===== config.mk =====
export PLATFORM = sky130hd
export DESIGN_NAME = timer_table_scheduler_top
export DESIGN_NICKNAME = d
export VERILOG_FILES = /design/src/rtl/tts_pkg.sv /design/src/rtl/tts_front.sv /design/src/rtl/tts_engine.sv /design/src/rtl/tts_res_queue.sv /design/src/rtl/timer_table_scheduler_top.sv
export SDC_FILE = /design/constraint.sdc
export NUM_CORES = 2
export LEC_CHECK = 0
export ABC_CLOCK_PERIOD_IN_PS = 29500
export BUFFER_PORTS_ARGS = -buffer_cell sky130_fd_sc_hd__buf_2
export CORE_MARGIN = 2
export CORE_UTILIZATION = 40
export DETAILED_ROUTE_END_ITERATION = 8
export REMOVE_ABC_BUFFERS = 1
export SETUP_SLACK_MARGIN = 0.02
export SLEW_MARGIN = 15
export SYNTH_ARGS = -nofsm -noshare
export SYNTH_HDL_FRONTEND = slang
export SYNTH_SLANG_ARGS = --single-unit

===== constraint.sdc =====
create_clock -name clk -period 29.5 [get_ports clk]
set_clock_uncertainty 0.05 [all_clocks]
set_input_delay 5.9 -clock clk [delete_from_list [all_inputs] [get_ports clk]]
set_output_delay 5.9 -clock clk [all_outputs]
set_load 0.005 [all_outputs]

===== src/rtl/tts_pkg.sv =====
// ----------------------------------------------------------------------------
// tts_pkg
// Shared types and constants of the timer table scheduler.
// ----------------------------------------------------------------------------
package tts_pkg;

  localparam int TABLE_DEPTH     = 16;
  localparam int MAX_RESULTS     = 16;
  localparam int RES_QUEUE_DEPTH = 32;  // power of two
  localparam int CMD_QUEUE_DEPTH = 2;   // power of two
  localparam int TIME_W          = 64;
  localparam int TAG_W           = 16;
  localparam int INDEX_W         = 4;
  localparam int TOTAL_W         = 5;

  typedef enum logic [1:0] {
    ACT_ADD    = 2'd0,
    ACT_TICK   = 2'd1,
    ACT_REMOVE = 2'd2,
    ACT_CLEAR  = 2'd3
  } action_t;

  typedef enum logic [1:0] {
    ST_OK        = 2'd0,
    ST_FULL      = 2'd1,
    ST_BAD_INDEX = 2'd2
  } status_t;

  // when: deadline for add, current time otherwise
  typedef struct packed {
    action_t             action;
    logic [TIME_W-1:0]   when;
    logic [TIME_W-1:0]   interval;
    logic                rep;
    logic [TAG_W-1:0]    tag;
    logic [INDEX_W-1:0]  index;
  } cmd_t;

  typedef struct packed {
    logic [TIME_W-1:0] deadline;
    logic [TIME_W-1:0] interval;
    logic              rep;
    logic [TAG_W-1:0]  tag;
  } entry_t;

  typedef struct packed {
    logic               fired;
    logic [TAG_W-1:0]   tag;
    status_t            status;
    logic [TOTAL_W-1:0] total;
    logic               last;
  } res_t;

endpackage


===== src/rtl/tts_front.sv =====
// ----------------------------------------------------------------------------
// tts_front
// Accepts input beats, decodes the action, precomputes the add deadline and
// holds the decoded commands in a short queue for the table engine.
// ----------------------------------------------------------------------------
module tts_front (
  input  logic                         clk,
  input  logic                         rst,
  input  logic                         push,
  output logic                         full,
  input  logic [1:0]                   action,
  input  logic [tts_pkg::TIME_W-1:0]   now_time,
  input  logic [tts_pkg::TIME_W-1:0]   interval,
  input  logic                         repeat_req,
  input  logic [tts_pkg::TAG_W-1:0]    callback_tag,
  input  logic [tts_pkg::INDEX_W-1:0]  entry_index,
  output logic                         cmd_valid,
  output tts_pkg::cmd_t                cmd,
  input  logic                         cmd_pop
);

  localparam int DEPTH = tts_pkg::CMD_QUEUE_DEPTH;
  localparam int AW    = (DEPTH > 1) ? $clog2(DEPTH) : 1;
  localparam int CW    = $clog2(DEPTH + 1);
  localparam logic [CW-1:0] DEPTH_C = CW'(DEPTH);

  tts_pkg::cmd_t   q [0:DEPTH-1];
  logic [AW-1:0]   wp;
  logic [AW-1:0]   rp;
  logic [CW-1:0]   cnt;
  tts_pkg::cmd_t   in_cmd;
  logic            acc;
  logic            deq;

  always_comb begin
    in_cmd.action   = tts_pkg::action_t'(action);
    in_cmd.when     = (in_cmd.action == tts_pkg::ACT_ADD) ? now_time + interval : now_time;
    in_cmd.interval = interval;
    in_cmd.rep      = repeat_req;
    in_cmd.tag      = callback_tag;
    in_cmd.index    = entry_index;
  end

  assign full      = (cnt == DEPTH_C);
  assign acc       = push && !full;
  assign cmd_valid = (cnt != '0);
  assign deq       = cmd_pop && cmd_valid;
  assign cmd       = q[rp];

  always_ff @(posedge clk) begin
    if (acc) begin
      q[wp] <= in_cmd;
    end
  end

  always_ff @(posedge clk) begin
    if (rst) begin
      wp  <= '0;
      rp  <= '0;
      cnt <= '0;
    end else begin
      if (acc) begin
        wp <= wp + 1'b1;
      end
      if (deq) begin
        rp <= rp + 1'b1;
      end
      unique case ({acc, deq})
        2'b10:   cnt <= cnt + 1'b1;
        2'b01:   cnt <= cnt - 1'b1;
        default: cnt <= cnt;
      endcase
    end
  end

endmodule


===== src/rtl/tts_engine.sv =====
// ----------------------------------------------------------------------------
// tts_engine
// Owns the timer table memory. Runs add, clear and remove/tick walks, one
// table entry per cycle, compacting the table in place.
// ----------------------------------------------------------------------------
module tts_engine #(
  parameter int TABLE_DEPTH = tts_pkg::TABLE_DEPTH
) (
  input  logic           clk,
  input  logic           rst,
  input  logic           cmd_valid,
  input  tts_pkg::cmd_t  cmd,
  output logic           cmd_pop,
  input  logic           res_space,
  output logic           res_push,
  output tts_pkg::res_t  res_data
);

  localparam int CW = $clog2(TABLE_DEPTH + 1);
  localparam int AW = (TABLE_DEPTH > 1) ? $clog2(TABLE_DEPTH) : 1;
  localparam int IW = (CW > tts_pkg::INDEX_W) ? CW : tts_pkg::INDEX_W;
  localparam int TW = tts_pkg::TOTAL_W;
  localparam int NW = $clog2(tts_pkg::MAX_RESULTS + 1);
  localparam logic [CW-1:0] DEPTH_C = CW'(TABLE_DEPTH);
  localparam logic [NW-1:0] MAX_C   = NW'(tts_pkg::MAX_RESULTS);

  typedef enum logic [2:0] {
    S_IDLE = 3'b001,
    S_WALK = 3'b010,
    S_DONE = 3'b100
  } state_t;

  tts_pkg::entry_t  mem [0:TABLE_DEPTH-1];
  tts_pkg::entry_t  rd_data;
  tts_pkg::entry_t  upd;
  tts_pkg::entry_t  wdata;
  logic [AW-1:0]    waddr;
  logic             we;

  state_t                       state;
  logic [CW-1:0]                count;
  logic                         is_tick;
  logic [tts_pkg::TIME_W-1:0]   now_q;
  logic [CW-1:0]                drop_pos;
  logic [CW-1:0]                issue_ptr;
  logic [CW-1:0]                rd_pos;
  logic                         rd_vld;
  logic [CW-1:0]                wr_ptr;
  logic [CW-1:0]                live;
  logic                         pend_vld;
  logic [tts_pkg::TAG_W-1:0]    pend_tag;
  logic [TW-1:0]                pend_total;
  logic [NW-1:0]                nres;

  logic            start;
  logic            issue;
  logic            walk_end;
  logic            bad_index;
  logic            tab_full;
  logic            hit;
  logic            drop;
  logic [CW-1:0]   live_after;
  logic            take;

  assign start     = (state == S_IDLE) && cmd_valid && res_space;
  assign cmd_pop   = start;
  assign issue     = (state == S_WALK) && (issue_ptr < count);
  assign walk_end  = (state == S_WALK) && !issue && !rd_vld;
  assign bad_index = IW'(cmd.index) >= IW'(count);
  assign tab_full  = (count >= DEPTH_C);
  assign hit       = rd_vld && is_tick && (now_q >= rd_data.deadline);
  assign drop      = rd_vld && (is_tick ? (hit && !rd_data.rep) : (rd_pos == drop_pos));
  assign live_after = drop ? live - 1'b1 : live;
  assign take      = hit && (nres < MAX_C);

  always_comb begin
    upd = rd_data;
    if (hit) begin
      upd.deadline = rd_data.deadline + rd_data.interval;
    end
  end

  // single write port: add in idle, write-back during a walk
  always_comb begin
    we    = 1'b0;
    waddr = wr_ptr[AW-1:0];
    wdata = upd;
    if (start && (cmd.action == tts_pkg::ACT_ADD) && !tab_full) begin
      we             = 1'b1;
      waddr          = count[AW-1:0];
      wdata.deadline = cmd.when;
      wdata.interval = cmd.interval;
      wdata.rep      = cmd.rep;
      wdata.tag      = cmd.tag;
    end else if (rd_vld && !drop) begin
      we = 1'b1;
    end
  end

  always_ff @(posedge clk) begin
    if (we) begin
      mem[waddr] <= wdata;
    end
    if (issue) begin
      rd_data <= mem[issue_ptr[AW-1:0]];
    end
  end

  always_comb begin
    res_push = 1'b0;
    res_data = '0;
    unique case (state)
      S_IDLE: begin
        if (start) begin
          res_data.last = 1'b1;
          unique case (cmd.action)
            tts_pkg::ACT_ADD: begin
              res_push        = 1'b1;
              res_data.status = tab_full ? tts_pkg::ST_FULL : tts_pkg::ST_OK;
              res_data.total  = tab_full ? TW'(count) : TW'(count + 1'b1);
            end
            tts_pkg::ACT_TICK: begin
              res_push = 1'b0;
            end
            tts_pkg::ACT_REMOVE: begin
              res_push        = bad_index;
              res_data.status = tts_pkg::ST_BAD_INDEX;
              res_data.total  = TW'(count);
            end
            tts_pkg::ACT_CLEAR: begin
              res_push = 1'b1;
            end
            default: res_push = 1'b0;
          endcase
        end
      end
      S_WALK: begin
        // a newer hit flushes the held one as a non-final beat
        if (take && pend_vld) begin
          res_push       = 1'b1;
          res_data.fired = 1'b1;
          res_data.tag   = pend_tag;
          res_data.total = pend_total;
        end
      end
      S_DONE: begin
        res_push       = 1'b1;
        res_data.fired = pend_vld;
        res_data.tag   = pend_vld ? pend_tag : '0;
        res_data.total = TW'(live);
        res_data.last  = 1'b1;
      end
      default: res_push = 1'b0;
    endcase
  end

  always_ff @(posedge clk) begin
    if (rst) begin
      state    <= S_IDLE;
      count    <= '0;
      rd_vld   <= 1'b0;
      pend_vld <= 1'b0;
      nres     <= '0;
    end else begin
      rd_vld <= issue;
      if (issue) begin
        issue_ptr <= issue_ptr + 1'b1;
        rd_pos    <= issue_ptr;
      end
      unique case (state)
        S_IDLE: begin
          if (start) begin
            is_tick   <= (cmd.action == tts_pkg::ACT_TICK);
            now_q     <= cmd.when;
            drop_pos  <= CW'(cmd.index);
            issue_ptr <= (cmd.action == tts_pkg::ACT_TICK) ? '0 : CW'(cmd.index);
            wr_ptr    <= (cmd.action == tts_pkg::ACT_TICK) ? '0 : CW'(cmd.index);
            live      <= count;
            pend_vld  <= 1'b0;
            nres      <= '0;
            unique case (cmd.action)
              tts_pkg::ACT_ADD: begin
                if (!tab_full) begin
                  count <= count + 1'b1;
                end
              end
              tts_pkg::ACT_TICK: state <= S_WALK;
              tts_pkg::ACT_REMOVE: begin
                if (!bad_index) begin
                  state <= S_WALK;
                end
              end
              tts_pkg::ACT_CLEAR: count <= '0;
              default: state <= S_IDLE;
            endcase
          end
        end
        S_WALK: begin
          if (rd_vld) begin
            if (!drop) begin
              wr_ptr <= wr_ptr + 1'b1;
            end
            live <= live_after;
            if (take) begin
              pend_vld   <= 1'b1;
              pend_tag   <= rd_data.tag;
              pend_total <= TW'(live_after);
              nres       <= nres + 1'b1;
            end
          end
          if (walk_end) begin
            state <= S_DONE;
          end
        end
        S_DONE: begin
          count <= live;
          state <= S_IDLE;
        end
        default: state <= S_IDLE;
      endcase
    end
  end

  a_count_bound: assert property (@(posedge clk) disable iff (rst)
    count <= DEPTH_C)
    else $error("entry count above table depth");

  a_write_behind_read: assert property (@(posedge clk) disable iff (rst)
    rd_vld |-> (wr_ptr <= rd_pos))
    else $error("compaction write pointer passed read position");

  a_done_one_beat: assert property (@(posedge clk) disable iff (rst)
    (state == S_DONE) |=> (state == S_IDLE) && !rd_vld)
    else $error("walk finish did not return to idle");

  a_result_cap: assert property (@(posedge clk) disable iff (rst)
    nres <= MAX_C)
    else $error("fired result count above limit");

endmodule


===== src/rtl/tts_res_queue.sv =====
// ----------------------------------------------------------------------------
// tts_res_queue
// Result queue between the table engine and the output port. Reports room
// for a full burst of results from one command.
// ----------------------------------------------------------------------------
module tts_res_queue (
  input  logic           clk,
  input  logic           rst,
  input  logic           push,
  input  tts_pkg::res_t  push_data,
  output logic           space,
  output logic           empty,
  input  logic           pop,
  output tts_pkg::res_t  head
);

  localparam int DEPTH = tts_pkg::RES_QUEUE_DEPTH;
  localparam int AW    = (DEPTH > 1) ? $clog2(DEPTH) : 1;
  localparam int CW    = $clog2(DEPTH + 1);
  localparam logic [CW-1:0] DEPTH_C = CW'(DEPTH);
  localparam logic [CW-1:0] ROOM_C  = CW'(DEPTH - tts_pkg::MAX_RESULTS);

  tts_pkg::res_t  q [0:DEPTH-1];
  logic [AW-1:0]  wp;
  logic [AW-1:0]  rp;
  logic [CW-1:0]  cnt;
  logic           deq;

  assign empty = (cnt == '0);
  assign space = (cnt <= ROOM_C);
  assign deq   = pop && !empty;
  assign head  = q[rp];

  always_ff @(posedge clk) begin
    if (push) begin
      q[wp] <= push_data;
    end
  end

  always_ff @(posedge clk) begin
    if (rst) begin
      wp  <= '0;
      rp  <= '0;
      cnt <= '0;
    end else begin
      if (push) begin
        wp <= wp + 1'b1;
      end
      if (deq) begin
        rp <= rp + 1'b1;
      end
      unique case ({push, deq})
        2'b10:   cnt <= cnt + 1'b1;
        2'b01:   cnt <= cnt - 1'b1;
        default: cnt <= cnt;
      endcase
    end
  end

  a_no_overflow: assert property (@(posedge clk) disable iff (rst)
    push |-> (cnt != DEPTH_C) || deq)
    else $error("result queue overflow");

endmodule


===== src/rtl/timer_table_scheduler_top.sv =====
// ----------------------------------------------------------------------------
// timer_table_scheduler_top
// Timer table with one-shot and repeating entries, queue-style ports.
// ----------------------------------------------------------------------------
// Input beats go through a two-entry command queue into the table engine,
// which owns a table memory with one read and one write port and handles one
// command at a time. Add, clear and a bad-index remove finish in idle, with no
// walk. A tick walks the whole table one entry per cycle: the engine starts
// the walk, reads each entry, drains the read and write-back pipe and then
// posts the final result. A remove takes the same steps but walks from the
// given index to the end.
// The memory's one read and one write port set that pace. The engine starts a
// command only when the result queue has room for a full burst of results
// (up to 16 per tick), so a slow reader stalls new commands, never a walk.
// The table memory needs no clearing after reset.
// ----------------------------------------------------------------------------
module timer_table_scheduler_top #(
  parameter int TABLE_DEPTH = tts_pkg::TABLE_DEPTH
) (
  input  logic                         clk,
  input  logic                         rst,
  input  logic                         push,
  output logic                         full,
  input  logic [1:0]                   action,
  input  logic [tts_pkg::TIME_W-1:0]   now_time,
  input  logic [tts_pkg::TIME_W-1:0]   interval,
  input  logic                         repeat_req,
  input  logic [tts_pkg::TAG_W-1:0]    callback_tag,
  input  logic [tts_pkg::INDEX_W-1:0]  entry_index,
  output logic                         empty,
  input  logic                         pop,
  output logic                         fired,
  output logic [tts_pkg::TAG_W-1:0]    fired_tag,
  output logic [1:0]                   status,
  output logic [tts_pkg::TOTAL_W-1:0]  entry_total,
  output logic                         last
);

  logic           cmd_valid;
  tts_pkg::cmd_t  cmd;
  logic           cmd_pop;
  logic           res_space;
  logic           res_push;
  tts_pkg::res_t  res_data;
  tts_pkg::res_t  head;

  tts_front u_front (
    .clk          (clk),
    .rst          (rst),
    .push         (push),
    .full         (full),
    .action       (action),
    .now_time     (now_time),
    .interval     (interval),
    .repeat_req   (repeat_req),
    .callback_tag (callback_tag),
    .entry_index  (entry_index),
    .cmd_valid    (cmd_valid),
    .cmd          (cmd),
    .cmd_pop      (cmd_pop)
  );

  tts_engine #(
    .TABLE_DEPTH (TABLE_DEPTH)
  ) u_engine (
    .clk       (clk),
    .rst       (rst),
    .cmd_valid (cmd_valid),
    .cmd       (cmd),
    .cmd_pop   (cmd_pop),
    .res_space (res_space),
    .res_push  (res_push),
    .res_data  (res_data)
  );

  tts_res_queue u_res_queue (
    .clk       (clk),
    .rst       (rst),
    .push      (res_push),
    .push_data (res_data),
    .space     (res_space),
    .empty     (empty),
    .pop       (pop),
    .head      (head)
  );

  assign fired       = head.fired;
  assign fired_tag   = head.tag;
  assign status      = head.status;
  assign entry_total = head.total;
  assign last        = head.last;

endmodule

* Word-level counts from Yosys, hierarchy flattened
Memory sizes are Yosys's and may differ from the RTL's. A register that Yosys moved wholly into a read port is not among the register bits.
Cells that the tools add are included.
** Storage, ports and cells
- Register bits after elaboration :: 145
- Bits in writable memories :: 3422
- Word-level logic and storage cells :: 168
- Memories :: 3
** Memory list
- u_engine.mem :: depth 16, bits a word 145, read ports 1, clocked after Yosys merged registers in 1, wr ports 1, RTL line tts_engine.sv:33 : tts_pkg::entry_t mem [0:TABLE_DEPTH-1];
- u_res_queue.q :: depth 32, bits a word 25, read ports 1, clocked after Yosys merged registers in 1, wr ports 1, RTL line tts_res_queue.sv:23 : tts_pkg::res_t q [0:DEPTH-1];
- u_front.q :: depth 2, bits a word 151, read ports 1, clocked after Yosys merged registers in 1, wr ports 1, RTL line tts_front.sv:27 : tts_pkg::cmd_t q [0:DEPTH-1];
** Cells by class
- Add/subtract/negate cells :: 15
- $lt $le $gt $ge :: 6
- Equality and inequality tests :: 20
- Mux-type cells :: 62
- Bitwise operators :: 1
- Reduce and logical (&&, ||, !) cells :: 41
** Operators by type and width (number)
- 145-bit two-way mux :: 1
- 64-bit adder :: 2
- 64-bit two-way mux :: 2
- 5-bit two-way mux :: 17
- 64-bit greater-or-equal comparator :: 1
- 5-bit case mux with 2 select lines :: 5
- 17-bit case mux with 2 select lines :: 1
- 5-bit by 1-bit adder with 5-bit output, second input constant :: 6
- 1-bit logical AND :: 17
- 1-bit two-way mux :: 17
- 17-bit two-way mux :: 1
- 16-bit two-way mux :: 1
- 4-bit AND reduction :: 4
- 5-bit case mux with 3 select lines :: 1
- 7-bit case mux with 2 select lines :: 1
- 3-bit case mux with 2 select lines :: 2
- 6-bit case mux with 2 select lines :: 1
- 2-bit equality test, second input constant :: 5
- 2-bit nonzero test :: 5
- 3-bit two-way mux :: 3
- 3-bit != test, second input constant :: 3
- 4-bit two-way mux :: 2
- 8-bit two-way mux :: 1
- 2-bit by 1-bit != test with 1-bit output, second input constant :: 4
- 29 further kinds :: 42

* Longest topological paths before layout
- Word-level depth :: 11
- Mapped depth :: 25
- Depth with buffers taken out :: 20

* Cells and area by module
A second synthesis with hierarchy kept.
** Unflattened totals
- Cells, all modules :: 7637
- Area total of the unflattened synthesis :: 151079.9 um^2
** By module, submodules not included
- tts_engine :: times used 1, cells an instance 5080, area each 104016.0 um^2, seq. area each 77594.4 um^2
- tts_res_queue :: times used 1, cells an instance 1367, area each 31632.8 um^2, seq. area each 24443.4 um^2
- tts_front :: times used 1, cells an instance 1190, area each 15431.0 um^2, seq. area each 9168.8 um^2

* Least setup slack after synthesis
OpenSTA, ideal clock, no wires.
- Kind :: register -> register
- Start point :: reg u_engine.count[1]
- End point :: reg u_engine.issue_ptr[3], data pin
- Library setup time :: 0.269 ns
- Data arrival time :: 12.705 ns
- Data required time :: 29.181 ns
- Path slack :: 16.476 ns
- Cell stages (with the launch flop) :: 13
- Path buffers :: 1
- Cell sequence :: dfxtp_1 clkbuf_1 inv_1 ha_1 o21ai_0 nand2b_1 a21o_1 a21oi_1 nor2b_1 nor3_1 nand4_1 xor2_1 o21ai_0
** On the way
- Word-level cells in the longest chain between the ends :: 5
** Ends and longest elaborated chain
- from (decl) :: RTL line tts_engine.sv:41 : logic [CW-1:0] count;
- from (signal assigned) :: RTL line tts_engine.sv:184 : count <= count + 1'b1;
- from (signal assigned) :: RTL line tts_engine.sv:216 : count <= live;
- 5-bit < comparator (*) :: RTL line tts_engine.sv:67 : assign issue = (state == S_WALK) && (issue_ptr < count);
- 1-bit logical AND (*) :: RTL line tts_engine.sv:67
- via u_engine.issue :: RTL line tts_engine.sv:56 : logic issue;
- 5-bit two-way mux (*) :: RTL line tts_engine.sv:166 : if (issue) begin
- 5-bit two-way mux :: RTL line tts_engine.sv:172 : if (start) begin
- 5-bit two-way mux (*) :: RTL line tts_engine.sv:170 : unique case (state)
- to (signal assigned) :: RTL line tts_engine.sv:167 : issue_ptr <= issue_ptr + 1'b1;
- to (signal assigned) :: RTL line tts_engine.sv:176 : issue_ptr <= (cmd.action == tts_pkg::ACT_TICK) ? '0 : CW'(cmd.index);
- to (decl) :: RTL line tts_engine.sv:45 : logic [CW-1:0] issue_ptr;
The timed path passes the listed nets; every way through them passes the cells marked *.
A chain may end at the register's enable or synchronous reset.

==> impl_metrics.prom <==
# TYPE chip_impl_metric gauge
chip_impl_metric{name="ctsHoldBuffers",unit=""} 0
chip_impl_metric{name="number_of_global_route_vias_before_repair",unit=""} 77000
chip_impl_metric{name="synth_xor_xnor_area_share",unit="%"} 0.810
chip_impl_metric{name="finalMaxSlewViolations",unit=""} 0
chip_impl_info{name="startpoint_class",value="flip-flop"} 1
chip_impl_metric{name="syn-mean-instance-area",unit="um2"} 20.1
chip_impl_metric{name="layout.filler_cells",unit=""} 31300
chip_impl_metric{name="boundaryPins",unit=""} 182
chip_impl_info{name="clock-root-buffer",value="sky130_fd_sc_hd__clkbuf_16"} 1
chip_impl_metric{name="final_net_count",unit=""} 8295
chip_impl_info{name="yosysTopAreaCell",value="sky130_fd_sc_hd__edfxtp_1"} 1
chip_impl_metric{name="synth_sequential_area_ratio",unit="%"} 74.0
chip_impl_metric{name="report.final.hold_viol_count",unit=""} 0
chip_impl_metric{name="grtUsageMet3",unit="%"} 2.69
chip_impl_info{name="path_cells",value="buf_4, mux4_2, mux4_2, mux2_2, buf_2"} 1
chip_impl_metric{name="critical_path.max_fanout",unit=""} 51
chip_impl_metric{name="avgRoutedWirePerCell",unit="um"} 29.2
chip_impl_metric{name="clk_path_buf_depth",unit=""} 4
chip_impl_metric{name="die_height",unit="um"} 617
chip_impl_metric{name="timing.critical_path.required",unit="ns"} 23.55
chip_impl_metric{name="synth_top_cell_area_share",unit="%"} 73.5
chip_impl_metric{name="synth-simple-area-share",unit="%"} 2.59
chip_impl_info{name="netlist_top_cells_area",value="sky130_fd_sc_hd__edfxtp_1 73%, sky130_fd_sc_hd__mux4_2 15%, sky130_fd_sc_hd__ha_1 1.8%, sky130_fd_sc_hd__a21oi_1 0.89%, sky130_fd_sc_hd__nand2_1 0.88%"} 1
chip_impl_metric{name="syn_inst",unit=""} 7475
chip_impl_metric{name="cts_htree_levels",unit=""} 5
chip_impl_metric{name="synth.distinct_cells",unit=""} 82
chip_impl_info{name="layout_commonest_cell",value="sky130_fd_sc_hd__edfxtp_1"} 1
chip_impl_info{name="worstSetupPathType",value="flip-flop to primary output"} 1
chip_impl_metric{name="grt_pass1_wl",unit="um"} 554000
chip_impl_metric{name="irDropWorstVdd",unit="V"} 0.0000760
chip_impl_metric{name="placementRows",unit=""} 225
chip_impl_metric{name="finalWorstPathRequiredPeriod",unit="ns"} 10.35
chip_impl_metric{name="placement.cell_area",unit="um2"} 158000
chip_impl_info{name="hold_class",value="flip-flop to flip-flop"} 1
chip_impl_metric{name="critPathMaxStageDelay",unit="ns"} 0.95
chip_impl_metric{name="power_density",unit="nW/um2"} 83.4
chip_impl_info{name="tritoncts_clock_tree",value="yes"} 1
chip_impl_info{name="top_usage_layer",value="met2"} 1
chip_impl_metric{name="floorplan.die_area",unit="um2"} 380000
chip_impl_metric{name="floorplan.initialDensity",unit="%"} 40.1
chip_impl_metric{name="route.vias.total",unit=""} 75700
chip_impl_info{name="worstSetupEndpointType",value="primary output"} 1
chip_impl_metric{name="globalRouteMet2Util",unit="%"} 33.8
chip_impl_metric{name="cts_resized",unit=""} 0
chip_impl_metric{name="reported_max_cap_violation_count",unit=""} 0
chip_impl_metric{name="synth_adder_area_share",unit="%"} 1.84
chip_impl_metric{name="insertion_delay",unit="ns"} 0.98
chip_impl_metric{name="slew_headroom",unit="%"} 19.1
chip_impl_metric{name="synthesis.area",unit="um2"} 150000
chip_impl_metric{name="port_buffers",unit=""} 181
chip_impl_info{name="library_cell_contributing_the_largest_single_delay_on_the_critical_path",value="sky130_fd_sc_hd__buf_4"} 1
chip_impl_metric{name="report.final.setup_viol",unit=""} 0
chip_impl_metric{name="synthToLayoutAreaGrowth",unit="%"} 13.6
chip_impl_metric{name="overflow",unit=""} 0
chip_impl_metric{name="synthArstFlopShare",unit="%"} 0
chip_impl_metric{name="drt-pass1-iter-count",unit=""} 6
chip_impl_metric{name="totalNegativeSetupSlack",unit="ns"} 0
chip_impl_metric{name="tritoncts_num_sinks",unit=""} 3717
chip_impl_metric{name="achievable-frequency",unit="MHz"} 96.6
chip_impl_metric{name="track_usage",unit="%"} 20.0
chip_impl_metric{name="postLayoutCellArea",unit="um2"} 171000
chip_impl_metric{name="yosys-mux-area-fraction",unit="%"} 16.0
chip_impl_metric{name="post-route-period-util",unit="%"} 35.1
chip_impl_metric{name="ys_ff_latch",unit=""} 3717
chip_impl_info{name="outcome",value="finished, final reports clean"} 1
chip_impl_metric{name="synth-warning-count",unit=""} 0
chip_impl_metric{name="finalWirelength",unit="um"} 387000
chip_impl_metric{name="postCtsSetupRepairBufs",unit=""} 0
chip_impl_metric{name="global_route.usage.met1",unit="%"} 27.4
chip_impl_info{name="setup_repair_after_global_routing_missed_its_margin",value="false"} 1
chip_impl_metric{name="clkSlewWorstSetupHoldPaths",unit="ns"} 0.06
chip_impl_metric{name="number_of_antenna_violations_at_the_first_check_in_global_routing",unit=""} 46
chip_impl_info{name="synth_top_family_by_area",value="multiplexers"} 1
chip_impl_metric{name="drive_gt1_share",unit="%"} 25.9
chip_impl_info{name="path_common_cell",value="sky130_fd_sc_hd__mux4_2"} 1
chip_impl_metric{name="finish.utilization",unit="%"} 45.5
chip_impl_metric{name="die-width",unit="um"} 617
chip_impl_metric{name="cts_inserted_buffers",unit=""} 384
chip_impl_metric{name="core_region_area",unit="um2"} 375000
chip_impl_metric{name="post_drt_via_cell_ratio",unit=""} 5.72
chip_impl_metric{name="worst_tran_pin_value",unit="ns"} 1.18
chip_impl_metric{name="arrival",unit="ns"} 4.40
chip_impl_metric{name="synth_compound_area_share",unit="%"} 3.47
chip_impl_metric{name="drc",unit=""} 0
chip_impl_info{name="synthFlopType",value="sky130_fd_sc_hd__edfxtp_1"} 1
chip_impl_metric{name="synth_edf_count",unit=""} 3676
chip_impl_metric{name="drt_first_iter_violations",unit=""} 8038
chip_impl_metric{name="dp_hpwl",unit="um"} 217000
chip_impl_metric{name="lkg_pwr",unit="nW"} 54.1
chip_impl_metric{name="antenna_left",unit=""} 0
chip_impl_metric{name="gp_routability_congestion",unit=""} 0.874
chip_impl_metric{name="pin_count_of_the_biggest_net_entering_global_routing",unit=""} 154
chip_impl_info{name="most_frequent_cells_in_the_layout",value="3676 x sky130_fd_sc_hd__edfxtp_1, 975 x sky130_fd_sc_hd__mux4_2, 386 x sky130_fd_sc_hd__clkbuf_16"} 1
-- flip-flops by register name, summed over array words and instances (netlist names), 2 cells and up, named ones only --
name                 flops
u_engine.pend_total      5
u_engine.nres            5
u_engine.issue_ptr       5
u_res_queue.wp           5
u_engine.drop_pos        4
u_engine.now_q          64
u_engine.rd_data       145
u_engine.live            5
u_engine.mem          2320
u_res_queue.rp           5
u_front.cnt              2
u_front.q              302
u_engine.state           3
u_engine.count           5
u_res_queue.cnt          6
u_res_queue.q          800
u_engine.pend_tag       16
u_engine.wr_ptr          4
u_engine.rd_pos          5
-- power by group --
group          switching, mW  total (mW)  leakage [nW]  internal [mW]
Combinational           1.69        3.14          14.7           1.44
Sequential            0.0962        6.37          33.5           6.28
Clock                   2.03        4.71          5.91           2.68
Total                   3.82        14.2          54.1           10.4
-- Yosys cell counts (56+ instances only) --
cell / n
sky130_fd_sc_hd__mux4_2: 975
sky130_fd_sc_hd__clkbuf_1: 274
sky130_fd_sc_hd__mux2_2: 98
sky130_fd_sc_hd__ha_1: 218
sky130_fd_sc_hd__mux2i_1: 95
sky130_fd_sc_hd__a21o_1: 74
sky130_fd_sc_hd__nor2_1: 248
sky130_fd_sc_hd__nand4_1: 56
sky130_fd_sc_hd__inv_1: 137
sky130_fd_sc_hd__edfxtp_1: 3676
sky130_fd_sc_hd__a21oi_1: 268
sky130_fd_sc_hd__buf_1: 92
sky130_fd_sc_hd__nand2_1: 351
sky130_fd_sc_hd__o21ai_0: 263
sky130_fd_sc_hd__xnor2_1: 84
-- layout make-up --
| class | count | area [um2] | area share [%] |
|---|---|---|---|
| Sequential cell | 3717 | 111000 | 65.2 |
| Multi-Input combinational cell | 3250 | 37400 | 21.9 |
| Clock buffer | 482 | 10100 | 5.90 |
| Tap cell | 4994 | 6250 | 3.66 |
| Timing Repair Buffer | 429 | 3020 | 1.77 |
| Clock inverter | 212 | 2040 | 1.20 |
| Inverter | 138 | 518 | 0.304 |
| Antenna cell | 14 | 35.0 | 0.0205 |
-- cells by family after synthesis --
logic type / Yosys count
xor gates and xnor gates: 139
DFF: 3717
muxes: 1168
buffers and inverters: 508
adders and majority gates: 220
AOI/OAI and AO/OA: 852
and+or+nand+nor: 871
-- per-stage QoR --
step | setup WS [ns] | std cells | power (mW) | hold slack [ns]
2_1_floorplan | 3.23 | 7105 | 10.3 | 0.376
3_3_place_gp | 18.94 | 12500 | 9.61 | 0.390
3_5_place_dp | 18.92 | 12500 | 9.66 | 0.404
4_1_cts | 18.96 | 13200 | 14.4 | 0.413
5_1_grt | 18.79 | 13200 | 14.8 | 0.436
6_report | 19.15 | 13200 | 14.2 | 0.409
-- final timing paths --
path | start | end | slack (ns) | depth (start not counted)
worst max-delay path | flip-flop | status[1] | 19.15 | 5
worst min-delay path | u_engine.nres[4] | u_engine.nres[4] | 0.41 | 2
worst max register to register | u_engine.state[1] | u_engine.mem[9][38] | 21.72 | 11
worst min register to register | u_engine.nres[4] | u_engine.nres[4] | 0.41 | 2
-- layer usage --
| metal | part of all wire [%] | wire (um) |
|---|---|---|
| met5 | 0.0088 | 34 |
| met4 | 2.5 | 9850 |
| met3 | 6.3 | 24600 |
| met2 | 50 | 192000 |
| met1 | 41 | 160000 |
-- critical path, delay by kind of cell (launching register included) --
| kind | cells | cell delay [ns] |
|---|---|---|
| muxes | 3 | 1.44 |
| DFF | 1 | 0.88 |
| buffers and inverters | 2 | 1.08 |
Note: power is estimated with default switching activity, not from simulation.
